## src/rtl/core/jsu_pkg.sv

```systemverilog
// Shared types and character codes for the JSON string unescaper.
// No dependencies; imported by jsu_decode, jsu_burst and json_string_unescape.
package jsu_pkg;

  // One input byte causes at most six result beats (\ u d d d plus a byte)
  localparam int MaxBeats = 6;
  localparam int CntW     = $clog2(MaxBeats + 1);

  // Result beats produced by one input byte, entry 0 goes out first
  typedef struct packed {
    logic [MaxBeats-1:0][7:0] bytes;
    logic [MaxBeats-1:0]      err;
    logic [CntW-1:0]          count;
    logic                     last;
  } burst_t;

  localparam logic [7:0] CH_BSLASH = 8'h5c;
  localparam logic [7:0] CH_QUOTE  = 8'h22;
  localparam logic [7:0] CH_SLASH  = 8'h2f;
  localparam logic [7:0] CH_LC_T   = 8'h74;
  localparam logic [7:0] CH_LC_R   = 8'h72;
  localparam logic [7:0] CH_LC_N   = 8'h6e;
  localparam logic [7:0] CH_LC_F   = 8'h66;
  localparam logic [7:0] CH_LC_B   = 8'h62;
  localparam logic [7:0] CH_LC_U   = 8'h75;
  localparam logic [7:0] CH_TAB    = 8'h09;
  localparam logic [7:0] CH_CR     = 8'h0d;
  localparam logic [7:0] CH_LF     = 8'h0a;
  localparam logic [7:0] CH_FF     = 8'h0c;
  localparam logic [7:0] CH_BS     = 8'h08;
  localparam logic [7:0] CH_0      = 8'h30;
  localparam logic [7:0] CH_9      = 8'h39;
  localparam logic [7:0] CH_UC_A   = 8'h41;
  localparam logic [7:0] CH_UC_F   = 8'h46;
  localparam logic [7:0] CH_LC_A   = 8'h61;
  localparam logic [7:0] CH_LC_F_HEX = 8'h66;

  localparam logic [7:0] HEX_CASE_MASK   = 8'hdf;
  localparam logic [7:0] HEX_LETTER_BIAS = 8'h37;  // '7'
  localparam logic [7:0] NIBBLE_MASK     = 8'h0f;

endpackage

```

## src/rtl/core/jsu_decode.sv

```systemverilog
// Escape decoder: parse state plus the per-byte decode into a result burst.
// Depends on jsu_pkg.
module jsu_decode (
  input  logic            clk,
  input  logic            rst,
  input  logic            accept,
  input  logic [7:0]      in_byte,
  input  logic            in_last,
  output jsu_pkg::burst_t burst
);
  import jsu_pkg::*;

  typedef enum logic [1:0] {
    MODE_COPY = 2'd0,
    MODE_ESC  = 2'd1,
    MODE_HEX  = 2'd2
  } mode_t;

  mode_t       mode, mode_next;
  logic [1:0]  hex_count, hex_count_next;
  logic [15:0] code_unit, code_unit_next;
  logic [7:0]  held [3];
  logic [7:0]  held_next [3];

  function automatic burst_t push(burst_t b, logic [7:0] v, logic e);
    b.bytes[b.count] = v;
    b.err[b.count]   = e;
    b.count          = b.count + CntW'(1);
    return b;
  endfunction

  logic       is_hex;
  logic [7:0] letter;
  logic [3:0] hex_val;
  logic [15:0] cu;
  logic [1:0]  replay_n;
  logic        do_replay;
  logic        do_plain;
  burst_t      b;

  assign is_hex = (in_byte >= CH_0 && in_byte <= CH_9) ||
                  (in_byte >= CH_UC_A && in_byte <= CH_UC_F) ||
                  (in_byte >= CH_LC_A && in_byte <= CH_LC_F_HEX);
  assign letter  = (in_byte & HEX_CASE_MASK) - HEX_LETTER_BIAS;
  assign hex_val = (in_byte >= CH_UC_A) ? letter[3:0] : in_byte[3:0];
  assign cu      = {code_unit[11:0], hex_val};

  always_comb begin
    b              = '0;
    mode_next      = MODE_COPY;
    hex_count_next = hex_count;
    code_unit_next = code_unit;
    for (int i = 0; i < 3; i++) held_next[i] = held[i];
    replay_n  = hex_count;
    do_replay = 1'b0;
    do_plain  = 1'b0;

    unique case (mode)
      MODE_ESC: begin
        unique case (in_byte)
          CH_BSLASH, CH_QUOTE, CH_SLASH: b = push(b, in_byte, 1'b0);
          CH_LC_T: b = push(b, CH_TAB, 1'b0);
          CH_LC_R: b = push(b, CH_CR, 1'b0);
          CH_LC_N: b = push(b, CH_LF, 1'b0);
          CH_LC_F: b = push(b, CH_FF, 1'b0);
          CH_LC_B: b = push(b, CH_BS, 1'b0);
          CH_LC_U: begin
            hex_count_next = 2'd0;
            code_unit_next = '0;
            replay_n       = 2'd0;
            if (in_last) do_replay = 1'b1;
            else mode_next = MODE_HEX;
          end
          default: begin
            b = push(b, CH_BSLASH, 1'b0);
            b = push(b, in_byte, 1'b0);
          end
        endcase
      end
      MODE_HEX: begin
        if (is_hex) begin
          code_unit_next = cu;
          if (hex_count == 2'd3) begin
            hex_count_next = 2'd0;
            if (cu[15:11] == 5'b11011) begin
              b = push(b, 8'h00, 1'b1);            // surrogate half
            end else if (cu[15:7] == '0) begin
              b = push(b, cu[7:0], 1'b0);
            end else if (cu[15:11] == '0) begin
              b = push(b, {3'b110, cu[10:6]}, 1'b0);
              b = push(b, {2'b10, cu[5:0]}, 1'b0);
            end else begin
              b = push(b, {4'he, cu[15:12]}, 1'b0);
              b = push(b, {2'b10, cu[11:6]}, 1'b0);
              b = push(b, {2'b10, cu[5:0]}, 1'b0);
            end
          end else begin
            held_next[hex_count] = in_byte;
            hex_count_next       = hex_count + 2'd1;
            if (in_last) begin
              replay_n       = hex_count + 2'd1;
              do_replay      = 1'b1;
              hex_count_next = 2'd0;
            end else begin
              mode_next = MODE_HEX;
            end
          end
        end else begin
          // cut short: replay what was held, then treat byte as plain
          do_replay      = 1'b1;
          do_plain       = 1'b1;
          hex_count_next = 2'd0;
        end
      end
      default: do_plain = 1'b1;
    endcase

    if (do_replay) begin
      b = push(b, CH_BSLASH, 1'b0);
      b = push(b, CH_LC_U, 1'b0);
      for (int i = 0; i < 3; i++) begin
        if (2'(i) < replay_n) b = push(b, held_next[i], 1'b0);
      end
    end

    if (do_plain) begin
      if (in_byte == CH_BSLASH && !in_last) mode_next = MODE_ESC;
      else b = push(b, in_byte, 1'b0);
    end

    if (in_last) begin
      mode_next      = MODE_COPY;
      hex_count_next = 2'd0;
    end
    b.last = in_last;
  end

  assign burst = b;

  always_ff @(posedge clk) begin
    if (rst) begin
      mode      <= MODE_COPY;
      hex_count <= 2'd0;
      code_unit <= '0;
    end else if (accept) begin
      mode      <= mode_next;
      hex_count <= hex_count_next;
      code_unit <= code_unit_next;
    end
  end

  // digit bytes only read below hex_count, no reset needed
  always_ff @(posedge clk) begin
    if (accept) begin
      for (int i = 0; i < 3; i++) held[i] <= held_next[i];
    end
  end

endmodule

```

## src/rtl/core/jsu_burst.sv

```systemverilog
// Result register: holds one decoded burst and sends it out a beat at a time.
// Depends on jsu_pkg.
module jsu_burst (
  input  logic            clk,
  input  logic            rst,
  input  logic            load,
  input  jsu_pkg::burst_t burst,
  output logic            ready,
  output logic            out_valid,
  input  logic            out_stall,
  output logic [7:0]      out_byte,
  output logic            out_last,
  output logic            surrogate_error
);
  import jsu_pkg::*;

  logic [7:0]      data [MaxBeats];
  logic            err  [MaxBeats];
  logic [CntW-1:0] cnt;
  logic            lst;
  logic            take;

  assign out_valid       = (cnt != '0);
  assign take            = out_valid && !out_stall;
  // free once the last held beat leaves this cycle
  assign ready           = (cnt == '0) || (cnt == CntW'(1) && take);
  assign out_byte        = data[0];
  assign surrogate_error = err[0];
  assign out_last        = lst && (cnt == CntW'(1));

  always_ff @(posedge clk) begin
    if (rst) begin
      cnt <= '0;
    end else if (load) begin
      cnt <= burst.count;
    end else if (take) begin
      cnt <= cnt - CntW'(1);
    end
  end

  always_ff @(posedge clk) begin
    if (load) begin
      lst <= burst.last;
      for (int i = 0; i < MaxBeats; i++) begin
        data[i] <= burst.bytes[i];
        err[i]  <= burst.err[i];
      end
    end else if (take) begin
      for (int i = 0; i < MaxBeats - 1; i++) begin
        data[i] <= data[i+1];
        err[i]  <= err[i+1];
      end
    end
  end

endmodule

```

## src/rtl/core/json_string_unescape.sv

```systemverilog
// JSON string body unescaper, top level.
// Depends on jsu_pkg, jsu_decode and jsu_burst.
//
// Input channel (in_valid / in_stall): one raw byte of the escaped string per
// beat, in_last on the final byte. Output channel (out_valid / out_stall):
// one unescaped byte per beat; out_last marks the final beat caused by the
// final input byte, surrogate_error flags a \u code unit in D800..DFFF
// (out_byte is then 0).
//
// Latency: a byte is decoded in the cycle it is accepted; its first result
// beat is visible on the output the next cycle.
// Throughput: one input byte per cycle while each byte yields at most one
// beat and out_stall is low. A byte that yields more beats (up to six: a
// cut-short \u replay plus the byte) holds the burst register until they
// have drained; the next byte is taken in the cycle the last beat leaves.
// Bytes that yield no beat (backslash, \u digits) pass at one per cycle.
// When the receiver stalls, the held beat stays put and in_stall rises as
// soon as the burst register has no room for the next byte's results.
// Reset (rst, synchronous) returns to plain copying and empties the burst
// register.
module json_string_unescape (
  input  logic       clk,
  input  logic       rst,
  input  logic       in_valid,
  output logic       in_stall,
  input  logic [7:0] in_byte,
  input  logic       in_last,
  output logic       out_valid,
  input  logic       out_stall,
  output logic [7:0] out_byte,
  output logic       out_last,
  output logic       surrogate_error
);
  import jsu_pkg::*;

  logic   ready;
  logic   accept;
  burst_t burst;

  assign in_stall = !ready;
  assign accept   = in_valid && ready;

  // parse state and per-byte decode
  jsu_decode u_decode (
    .clk     (clk),
    .rst     (rst),
    .accept  (accept),
    .in_byte (in_byte),
    .in_last (in_last),
    .burst   (burst)
  );

  // result register, drains one beat per cycle while out_stall is low
  jsu_burst u_burst (
    .clk             (clk),
    .rst             (rst),
    .load            (accept),
    .burst           (burst),
    .ready           (ready),
    .out_valid       (out_valid),
    .out_stall       (out_stall),
    .out_byte        (out_byte),
    .out_last        (out_last),
    .surrogate_error (surrogate_error)
  );

endmodule
```

## config.mk

```make
export PLATFORM = sky130hd
export DESIGN_NAME = json_string_unescape
export DESIGN_NICKNAME = d
export VERILOG_FILES = /design/src/rtl/core/jsu_pkg.sv /design/src/rtl/core/jsu_decode.sv /design/src/rtl/core/jsu_burst.sv /design/src/rtl/core/json_string_unescape.sv
export SDC_FILE = /design/constraint.sdc
export NUM_CORES = 1
export LEC_CHECK = 0
export ABC_AREA = 1
export BUFFER_PORTS_ARGS = -buffer_cell sky130_fd_sc_hd__buf_2
export CAP_MARGIN = 20
export CORE_MARGIN = 8
export CORE_UTILIZATION = 53
export DETAILED_ROUTE_END_ITERATION = 12
export PLACE_DENSITY = 0.7
export REMOVE_ABC_BUFFERS = 1
export SLEW_MARGIN = 40
export SYNTH_ARGS = -nofsm -noshare
export SYNTH_HDL_FRONTEND = slang
export SYNTH_SLANG_ARGS = --single-unit
```

## constraint.sdc

```tcl
create_clock -name clk -period 5.71 [get_ports clk]
set_clock_uncertainty 0.15 [all_clocks]
set_input_delay 0.8565 -clock clk [delete_from_list [all_inputs] [get_ports clk]]
set_output_delay 0.8565 -clock clk [all_outputs]
set_load 0.01 [all_outputs]
```

==> impl_metrics.yaml, run 1 <==
timing:
  maxSlewViolCount: 0
  relSlewSlack_pct: 38.4
  final_hold_viol_count: 0
  tightest_slew_ns: 0.915
  max_freq_mhz: 195
  rsz0062_at_grt: "false"
  fin_crit_sh_pct: 90.0
  setup_viol: 0
  tns_ns: 0
  min_period_ns: 5.14
floorplan:
  core_mm2: 0.0158
  die_y_um: 142
  rows: 46
  initial_core_util_pct: 53.7
  io_pins: 25
  dieArea_mm2: 0.0203
  die_w_um: 142
synth:
  synth_top_area_cell: "edfxtp_1"
  synthTopCellsByArea: "edfxtp_1 (26%), nand2_1 (20%), nand3_1 (12%)"
  synth_top_area_share_pct: 26.2
  yosysMostFrequentCell: "nand2_1"
  ys_ff_latch: 93
  ys_warn_count: 0
  yosysSeqAreaShare_pct: 30.7
  synth_area_mm2: 0.00847
  synth_edf_count: 74
  synth_common_cells: "nand2_1 (462), nand3_1 (206), inv_1 (134), nor2_1 (77), edfxtp_1 (74)"
  synth.distinct_cells: 40
  synthCells: 1332
  ys_dominant_reg_cell: "edfxtp_1"
  synth_area_per_cell_um2: 6.36
  ys_async_sr_fraction_pct: 0
power_and_ir_drop:
  pwr-share-clk_pct: 17.4
  p_int_mw: 1.82
  power_density_mw_per_mm2: 383
  power_frac_seq_pct: 33.3
  swShare_pct: 47.5
  vdd_drop_max_mv: 0.500
  pwr-share-comb_pct: 49.2
  p_sw_mw: 1.65
  cellLeakagePower_nw: 4.39
  total_power_mw: 3.47
clock_tree:
  cts_max_path_buffers: 2
  cts_tree: "built"
  cts_repair_resize_count: 0
  clock-root-buffer: "clkbuf_16"
  htree_levels: 3
  holdBufCountCts: 0
  clkTransAtPathRegs_ns: 0.07
  cts_sinks: 93
  clock_latency_ns: 0.36
  post-cts-setup-buffers: 0
  cts_buffers: 9
setup_path:
  worstPathRequired_ns: 5.79
  crit_buf_inv: 5
  end_kind: "flop"
  cp-start-kind: "primary input"
  critPathTopFamily: "simple AND/OR/NAND/NOR gates"
  criticalPathCategory: "in -> reg"
  worstPathArrival_ns: 5.22
  crit_top_cell: "nand2_1"
  worstPathMaxFanout: 11
  max_stage_delay_ns: 0.40
  cp_slowest_cell: "ha_1"
grt:
  grt_max_degree: 47
  grt_pass1_vias: 8367
  antenna_found_initial: 0
  gr-total-overflow: 0
  grtUsageTotal_pct: 31.2
  grt_pass1_wl_um: 47800
status:
  status: "completed"
job:
  max-cap-violations: 0
drt:
  drtAntennaViolNets: 0
  routed_wl_um: 31300
  first_pass_iters: 7
  drt_iter0_markers: 1380
  drc_errors: 0
  viasPerCell: 5.93
  vias: 9185
  routedWlPerCell_um: 20.2
worst_hold_path:
  hp-class: "reg -> reg"
layout:
  area_delta_synth_final_pct: 6.95
  diodes: 0
  fill_cells: 1624
  final_core_util_pct: 57.4
  drive_gt1_share_pct: 9.60
  layout.nets: 1364
placement:
  dp_hpwl_um: 24000
  portBuffers: 24
  place_congestion: 1.06
## cells in the final DEF, fill, tap and decap left out, types with 5 or more instances in the layout
cell       synthesis  final
a211oi_1           8      8
dfxtp_1           19     19
edfxtp_1          74     74
o21ai_0           63     63
a21oi_1           31     30
inv_1            134    134
clkbuf_16          0      9
o21ai_1           24     24
nor2_1            77     76
nor3_1             6      6
nand3_2            6      6
buf_2             12     24
nand2_2            9      9
o211ai_1           6      6
nand2_4            6      7
ha_1              22     22
nand2_1          462    461
o22ai_1            6      6
nand3_1          206    206
buf_4             12     28
nor2_4             6      7
o21a_1            13     13
inv_2             13     13
nor2_2             5      5
nand4_1           42     42
## kinds of logic (layout without fill, tap and decap cells)
| family | after synthesis | in the layout | synth area share (%) |
|---|---|---|---|
| and+or+nand+nor | 834 | 834 | 44.2 |
| buffers and inverters | 218 | 220 | 10.6 |
| AOI/OAI and AO/OA | 161 | 161 | 10.7 |
| DFF | 93 | 93 | 30.7 |
| adders and majority gates | 22 | 22 | 3.25 |
| xor gates and xnor gates | 4 | 4 | 0.414 |
## state kept, by name, summed over array words and instances (netlist names)
name / flops
u_decode.code_unit: 12
u_burst.err: 1
u_burst.data: 48
u_burst.lst: 1
u_decode.held: 24
u_decode.mode: 2
u_burst.cnt: 3
u_decode.hex_count: 2
## worst min-delay path, delay by kind of cell (launching register included)
family / cells / cell delay (ns)
AOI/OAI and AO/OA: 1 / 0.05
DFF: 1 / 0.33
and+or+nand+nor: 1 / 0.06
## through the flow
stage | hold WS [ns] | cell area (um2) | setup WS (ns) | std cells
2_1_floorplan | 0.306 | 8130 | 0.566 | 1265
5_1_grt | 0.373 | 9050 | 0.167 | 1550
3_5_place_dp | 0.335 | 8760 | 0.278 | 1534
3_3_place_gp | 0.324 | 8740 | 0.383 | 1533
4_1_cts | 0.346 | 9050 | 0.638 | 1550
6_report | 0.340 | 9050 | 0.572 | 1550
## path summary, 6_finish.rpt
check / from / cells after the start / slack (ns) / end
min reg2reg: u_burst.cnt[2] / 2 / 0.34 / u_burst.cnt[2]
min: u_burst.cnt[2] / 2 / 0.34 / u_burst.cnt[2]
max reg2reg: u_decode.mode[0] / 26 / 1.05 / u_burst.cnt[2]
max: in_byte[1] / 32 / 0.57 / u_burst.cnt[2]
## power groups by stage
| stage | clock (mW) | combinational (mW) | sequential (mW) |
|---|---|---|---|
| after global placement | 0 | 1.66 | 1.17 |
| after floorplan | 0 | 1.09 | 1.18 |
| after CTS | 0.614 | 1.68 | 1.16 |
| final | 0.605 | 1.71 | 1.16 |
| after global routing | 0.638 | 1.86 | 1.19 |
| after detailed placement | 0 | 1.67 | 1.17 |
## layer usage
| metal | part of all wire [%] | up-vias | track usage, % |
|---|---|---|---|
| met2 | 43 | 512 | 47.9 |
| met5 | 0 | - | 0 |
| li1 | - | 4388 | - |
| met3 | 9.6 | 84 | 5.10 |
| met4 | 4.3 | 0 | 15.6 |
| met1 | 43 | 4201 | 41.7 |
## area by class of cell
class,count,area (um2),area share (%)
tap,216,270,2.99
multi-input combinational,1021,4980,55.0
inverter,151,567,6.26
timing repair buffer,53,345,3.81
clock buffer,9,225,2.49
sequential,93,2600,28.7
clock inverter,7,62.6,0.691
No activity file was read; power rests on OpenSTA's default activity.
==> run 2: changes to the inputs <==
Settings changed: CORE_UTILIZATION 53 to 40, PLACE_DENSITY 0.7 to not set.
Clock period 5.71 ns to 6.55 ns, I/O delays scaled along.
==> run 2 against run 1 <==
Combinational power decreased by 14%. Critical path depth decreased by 7. Flip-flop and latch count unchanged. Clock power down 5.6%. Register-to-register slack better by 0.63 ns. Cell count grew 3.0%.
==> impl_metrics.yaml, run 2 (same netlist as run 1, synthesis figures left out) <==
status:
  status: "completed"
drt:
  viasPerCell: 5.68
  drt_iter0_markers: 1182
  routed_wl_um: 32300
  vias: 9061
  drc_errors: 0
  first_pass_iters: 6
  drtAntennaViolNets: 0
  routedWlPerCell_um: 20.3
power_and_ir_drop:
  p_int_mw: 1.58
  vdd_drop_max_mv: 0.186
  cellLeakagePower_nw: 4.33
  p_sw_mw: 1.47
  power_density_mw_per_mm2: 337
  total_power_mw: 3.05
  pwr-share-clk_pct: 18.8
  pwr-share-comb_pct: 48.2
  power_frac_seq_pct: 33.1
  swShare_pct: 48.2
grt:
  grt_busiest_layer: "met2"
  antenna_found_initial: 0
  grtUsageTotal_pct: 24.8
  gr-usage-met2_pct: 38.2
  use_met3_pct: 3.97
  grt_pass1_vias: 8283
  grt_max_degree: 49
  gr-total-overflow: 0
  gr-usage-met1_pct: 34.1
  grt_pass1_wl_um: 49600
layout:
  final_core_util_pct: 43.3
  layout.cells.non_filler: 1596
  fill_cells: 2238
  largest_reg_flops: 48
  drive_gt1_share_pct: 8.86
  final_common_cell: "nand2_1"
  diodes: 0
  fin_area_mm2: 0.00904
  top_register: "u_burst.data"
  most-common-layout-cells: "nand2_1 (461), nand3_1 (206), inv_1 (133), nor2_1 (76), edfxtp_1 (74)"
  area_delta_synth_final_pct: 6.80
  layout.nets: 1351
  regArea_mm2: 0.00260
  multi_input_area_mm2: 0.00498
  largestRegisters: "u_burst.data x48, u_decode.held x24, u_decode.code_unit x12"
clock_tree:
  cts_sinks: 93
  htree_levels: 3
  post-cts-setup-buffers: 0
  clkTransAtPathRegs_ns: 0.08
  cts_buffers: 9
  clock_latency_ns: 0.38
  cts_max_path_buffers: 2
  holdBufCountCts: 0
  cts_tree: "built"
  clock-root-buffer: "clkbuf_16"
  cts_repair_resize_count: 0
placement:
  dp_hpwl_um: 24100
  dp_slack_ns: 0.685
  portBuffers: 24
  place_congestion: 1.03
  place_area_mm2: 0.00874
  placed_cells: 1580
floorplan:
  core_mm2: 0.0209
  die_y_um: 161
  rows: 53
  die_w_um: 161
  io_pins: 25
  initial_core_util_pct: 40.5
  dieArea_mm2: 0.0261
setup_path:
  criticalPathCategory: "in -> reg"
  worstPathArrival_ns: 5.56
  end_kind: "flop"
  worstPathMaxFanout: 27
  worstPathRequired_ns: 6.53
  cp-start-kind: "primary input"
timing:
  maxSlewViolCount: 0
  min_period_ns: 5.57
  fin_crit_sh_pct: 85.1
  tightest_slew_ns: 0.715
  hold_ws_ns: 0.341
  relSlewSlack_pct: 52.0
  rsz0062_at_grt: "false"
  final_hold_viol_count: 0
  worst_slack_ns: 0.975
  setup_viol: 0
  max_freq_mhz: 179
  tns_ns: 0
worst_hold_path:
  hp-class: "reg -> reg"
job:
  max-cap-violations: 0
-- run 2: metal layers --
layer	part of all wire, %	wire (um)
met4	2.9	936
met3	9.2	2980
met1	44	14100
met2	44	14300
met5	0	0
-- run 2: path summary, 6_finish.rpt --
check	slack [ns]	from	endpoint	depth (start not counted)
hold / removal	0.34	u_burst.cnt[2]	u_burst.cnt[2]	2
setup / recovery	0.98	in_byte[0]	u_burst.data[0][43]	25
hold reg to reg	0.34	u_burst.cnt[2]	u_burst.cnt[2]	2
setup reg to reg	1.68	u_decode.mode[0]	u_burst.data[0][43]	22
-- run 2: critical path, cell delays in order --
cell	delay, ns
buf_2	0.16
inv_1	0.13
ha_1	0.26
nor2_1	0.11
nor2_1	0.05
nand2_1	0.14
nand3_4	0.13
nor2_1	0.23
nand4_1	0.24
nand2_1	0.13
nand2_1	0.14
inv_1	0.23
ha_1	0.44
nor2_1	0.07
or2_2	0.35
nand3_2	0.12
nand2_4	0.10
nand2_4	0.19
nand2_8	0.11
nand2_4	0.09
nand3_4	0.29
nor2_8	0.30
nand2_1	0.28
clkinv_1	0.20
o21ai_1	0.08
-- run 2: area by class of cell --
type	instances	area share (%)
tap	275	3.81
clock buffer	9	2.49
clock inverter	7	0.886
multi-input combinational	1021	55.1
sequential	93	28.8
inverter	151	6.28
timing repair buffer	40	2.66
-- run 2: power groups by stage --
stage	clock, mW	combinational (mW)	sequential (mW)
final	0.571	1.47	1.01
after global routing	0.595	1.60	1.03
after CTS	0.579	1.45	1.01
after detailed placement	0	1.44	1.02
after global placement	0	1.44	1.02
after floorplan	0	0.954	1.03
==> run 3: changes to the inputs <==
Settings changed: ABC_AREA 1 to not set, SYNTH_HIERARCHICAL set to 1.
==> run 3 against run 2 <==
Critical path depth is 7 lower. Global-route usage shrank 1.4 points. Critical path type unchanged. Via count fell by 12%. Sequential share of layout area grew 1.7 points. Utilization increased by 1.3 points. Largest power group is now sequential cells. Worst hold slack improved by 0.032 ns. Cell count down 23%.
==> impl_metrics.yaml, run 3 <==
layout:
  largest_reg_flops: 48
  diodes: 0
  drive_gt1_share_pct: 19.0
  largestRegisters: "u_burst/data x48, u_decode/held x24, u_decode/code_unit x12"
  top_register: "u_burst/data"
  most-common-layout-cells: "nand2_1 (80), edfxtp_1 (79), a21oi_1 (78), nor2_1 (74), mux2_2 (53)"
  area_delta_synth_final_pct: 9.42
  layout.nets: 987
  final_common_cell: "nand2_1"
drt:
  routedWlPerCell_um: 24.6
  drtAntennaViolNets: 0
  drc_errors: 0
  drt_iter0_markers: 1137
  vias: 7951
  routed_wl_um: 30200
  first_pass_iters: 5
  viasPerCell: 6.48
clock_tree:
  cts_max_path_buffers: 2
  post-cts-setup-buffers: 0
  cts_tree: "built"
  holdBufCountCts: 0
  clkTransAtPathRegs_ns: 0.08
  clock-root-buffer: "clkbuf_16"
  cts_repair_resize_count: 0
  htree_levels: 3
  cts_sinks: 98
  clock_latency_ns: 0.37
  cts_buffers: 9
synth:
  synthTopCellsByArea: "edfxtp_1 (29%), mux2_2 (7.2%), a21oi_1 (4.7%)"
  yosysSeqAreaShare_pct: 33.4
  synth_area_mm2: 0.00825
  ys_async_sr_fraction_pct: 0
  ys_dominant_reg_cell: "edfxtp_1"
  synthCells: 942
  synth.distinct_cells: 91
  synth_top_area_cell: "edfxtp_1"
  synth_area_per_cell_um2: 8.76
  synth_top_area_share_pct: 28.8
  synth_common_cells: "nand2_1 (80), edfxtp_1 (79), a21oi_1 (78), nor2_1 (74), mux2_2 (53)"
  ys_ff_latch: 98
  synth_edf_count: 79
  yosysMostFrequentCell: "nand2_1"
  ys_warn_count: 6
floorplan:
  initial_core_util_pct: 40.8
  die_w_um: 160
  dieArea_mm2: 0.0255
  core_mm2: 0.0202
  io_pins: 25
  rows: 52
  die_y_um: 160
setup_path:
  criticalPathCategory: "in -> reg"
  critPathTopFamily: "compound AO/OA/AOI/OAI gates"
  cp_slowest_cell: "o211a_1"
  worstReg2RegStart: "u_decode/code_unit[3]"
  cp-start-kind: "primary input"
  crit_buf_inv: 4
  reg2reg_to: "u_burst/data[0][21]"
  max_stage_delay_ns: 0.53
  end_kind: "flop"
  r2r_slack_ns: 1.36
  worstPathRequired_ns: 6.52
  path_cells: "buf_2, inv_1, ha_1, nand2_1, nor4_1, a22o_1, o21ai_1, nand2_1, inv_2, ha_1, xor2_1, and3_1, a211oi_2, mux2i_2, buf_4, o211a_1, mux2_2, mux2_2"
  rr_worst_depth: 15
  worstPathArrival_ns: 5.80
  worstPathMaxFanout: 14
timing:
  hold_ws_ns: 0.373
  setup_viol: 0
  max_freq_mhz: 171
  worst_slack_ns: 0.716
  maxSlewViolCount: 0
  final_hold_viol_count: 0
  tightest_slew_ns: 0.871
  rsz0062_at_grt: "false"
  tns_ns: 0
  relSlewSlack_pct: 40.2
  fin_crit_sh_pct: 89.1
  min_period_ns: 5.83
grt:
  grt_max_degree: 46
  antenna_found_initial: 0
  grt_pass1_vias: 7445
  grt_pass1_wl_um: 46400
  gr-total-overflow: 0
  grtUsageTotal_pct: 23.4
placement:
  dp_hpwl_um: 21600
  portBuffers: 24
  dp_slack_ns: 0.486
  place_congestion: 0.993
worst_hold_path:
  holdPathEnd: "u_decode/code_unit[10]"
  hp-start: "u_decode/code_unit[10]"
  worstHoldPathCells: 2
  hp-class: "reg -> reg"
power_and_ir_drop:
  cellLeakagePower_nw: 3.22
  total_power_mw: 1.79
  vdd_drop_max_mv: 0.332
  power_density_mw_per_mm2: 198
status:
  status: "completed"
job:
  max-cap-violations: 0
## run 3: changes by cell type after synthesis, moves of 19 or more
cell     previous run  this run
nand2_1           462        80
mux2_2              0        53
nand3_1           206        36
inv_1             134        45
a21oi_1            31        78
nand4_1            42         5
mux2i_1             0        19
## run 3: where the power goes
part / internal, mW / switching (mW) / leakage [nW]
logic: 0.118 / 0.225 / 2.21
registers: 0.833 / 0.0337 / 0.855
clock network: 0.308 / 0.271 / 0.153
total: 1.26 / 0.530 / 3.22
## run 3: final cells by class
cell class	instances	area (um2)
fillers	2070	11200
multi-input cells	724	4960
flip-flops and latches	98	2750
repair buffers	72	478
well taps	270	338
clock buffers	9	225
inverters	47	176
clock inverters	7	93.8
## run 3: metal layers
metal,GRT usage [%],share of wire [%],vias up
met5,0,0,-
met2,35.1,44,454
met3,4.27,9.5,88
met4,11.6,5.0,0
met1,31.7,42,3797
li1,-,-,3612
## run 3: worst max-delay path by stage
| stage | startpoint | end | cells past startpoint |
|---|---|---|---|
| 2_1_floorplan | in_byte[0] | u_burst/data[0][26] | 17 |
| 3_3_place_gp | in_byte[1] | u_burst/data[0][13] | 17 |
| 3_5_place_dp | in_byte[1] | u_burst/data[0][21] | 18 |
| 4_1_cts | in_byte[1] | u_burst/data[0][21] | 18 |
| 5_1_grt | in_byte[1] | u_burst/data[0][21] | 18 |
| 6_report | in_byte[1] | u_burst/data[0][21] | 18 |
## run 3: tightest hold or removal path, cell delays in order (launching register included)
cell	delay (ns)
dfxtp_1	0.35
nand2_1	0.07
a21oi_1	0.05
## run 3: logic make-up (layout without fill, tap and decap cells)
group	count (synthesis)	after routing	share of synthesized area, %
other	1	5	0.0455
and+or+nand+nor	287	287	18.2
buffers and inverters	124	135	7.05
adders and majority gates	22	22	3.34
xor gates and xnor gates	8	8	0.849
muxes	77	77	10.3
DFF	98	98	33.4
AOI/OAI and AO/OA	325	325	26.9
## run 3: stage by stage
step | utilization [%] | instances | instance area, um2
2_1_floorplan | - | 869 | 7860
3_3_place_gp | 42.9 | 1210 | 8690
3_5_place_dp | 43.0 | 1211 | 8700
4_1_cts | 44.6 | 1227 | 9020
5_1_grt | 44.6 | 1227 | 9030
6_report | 44.6 | 1227 | 9030
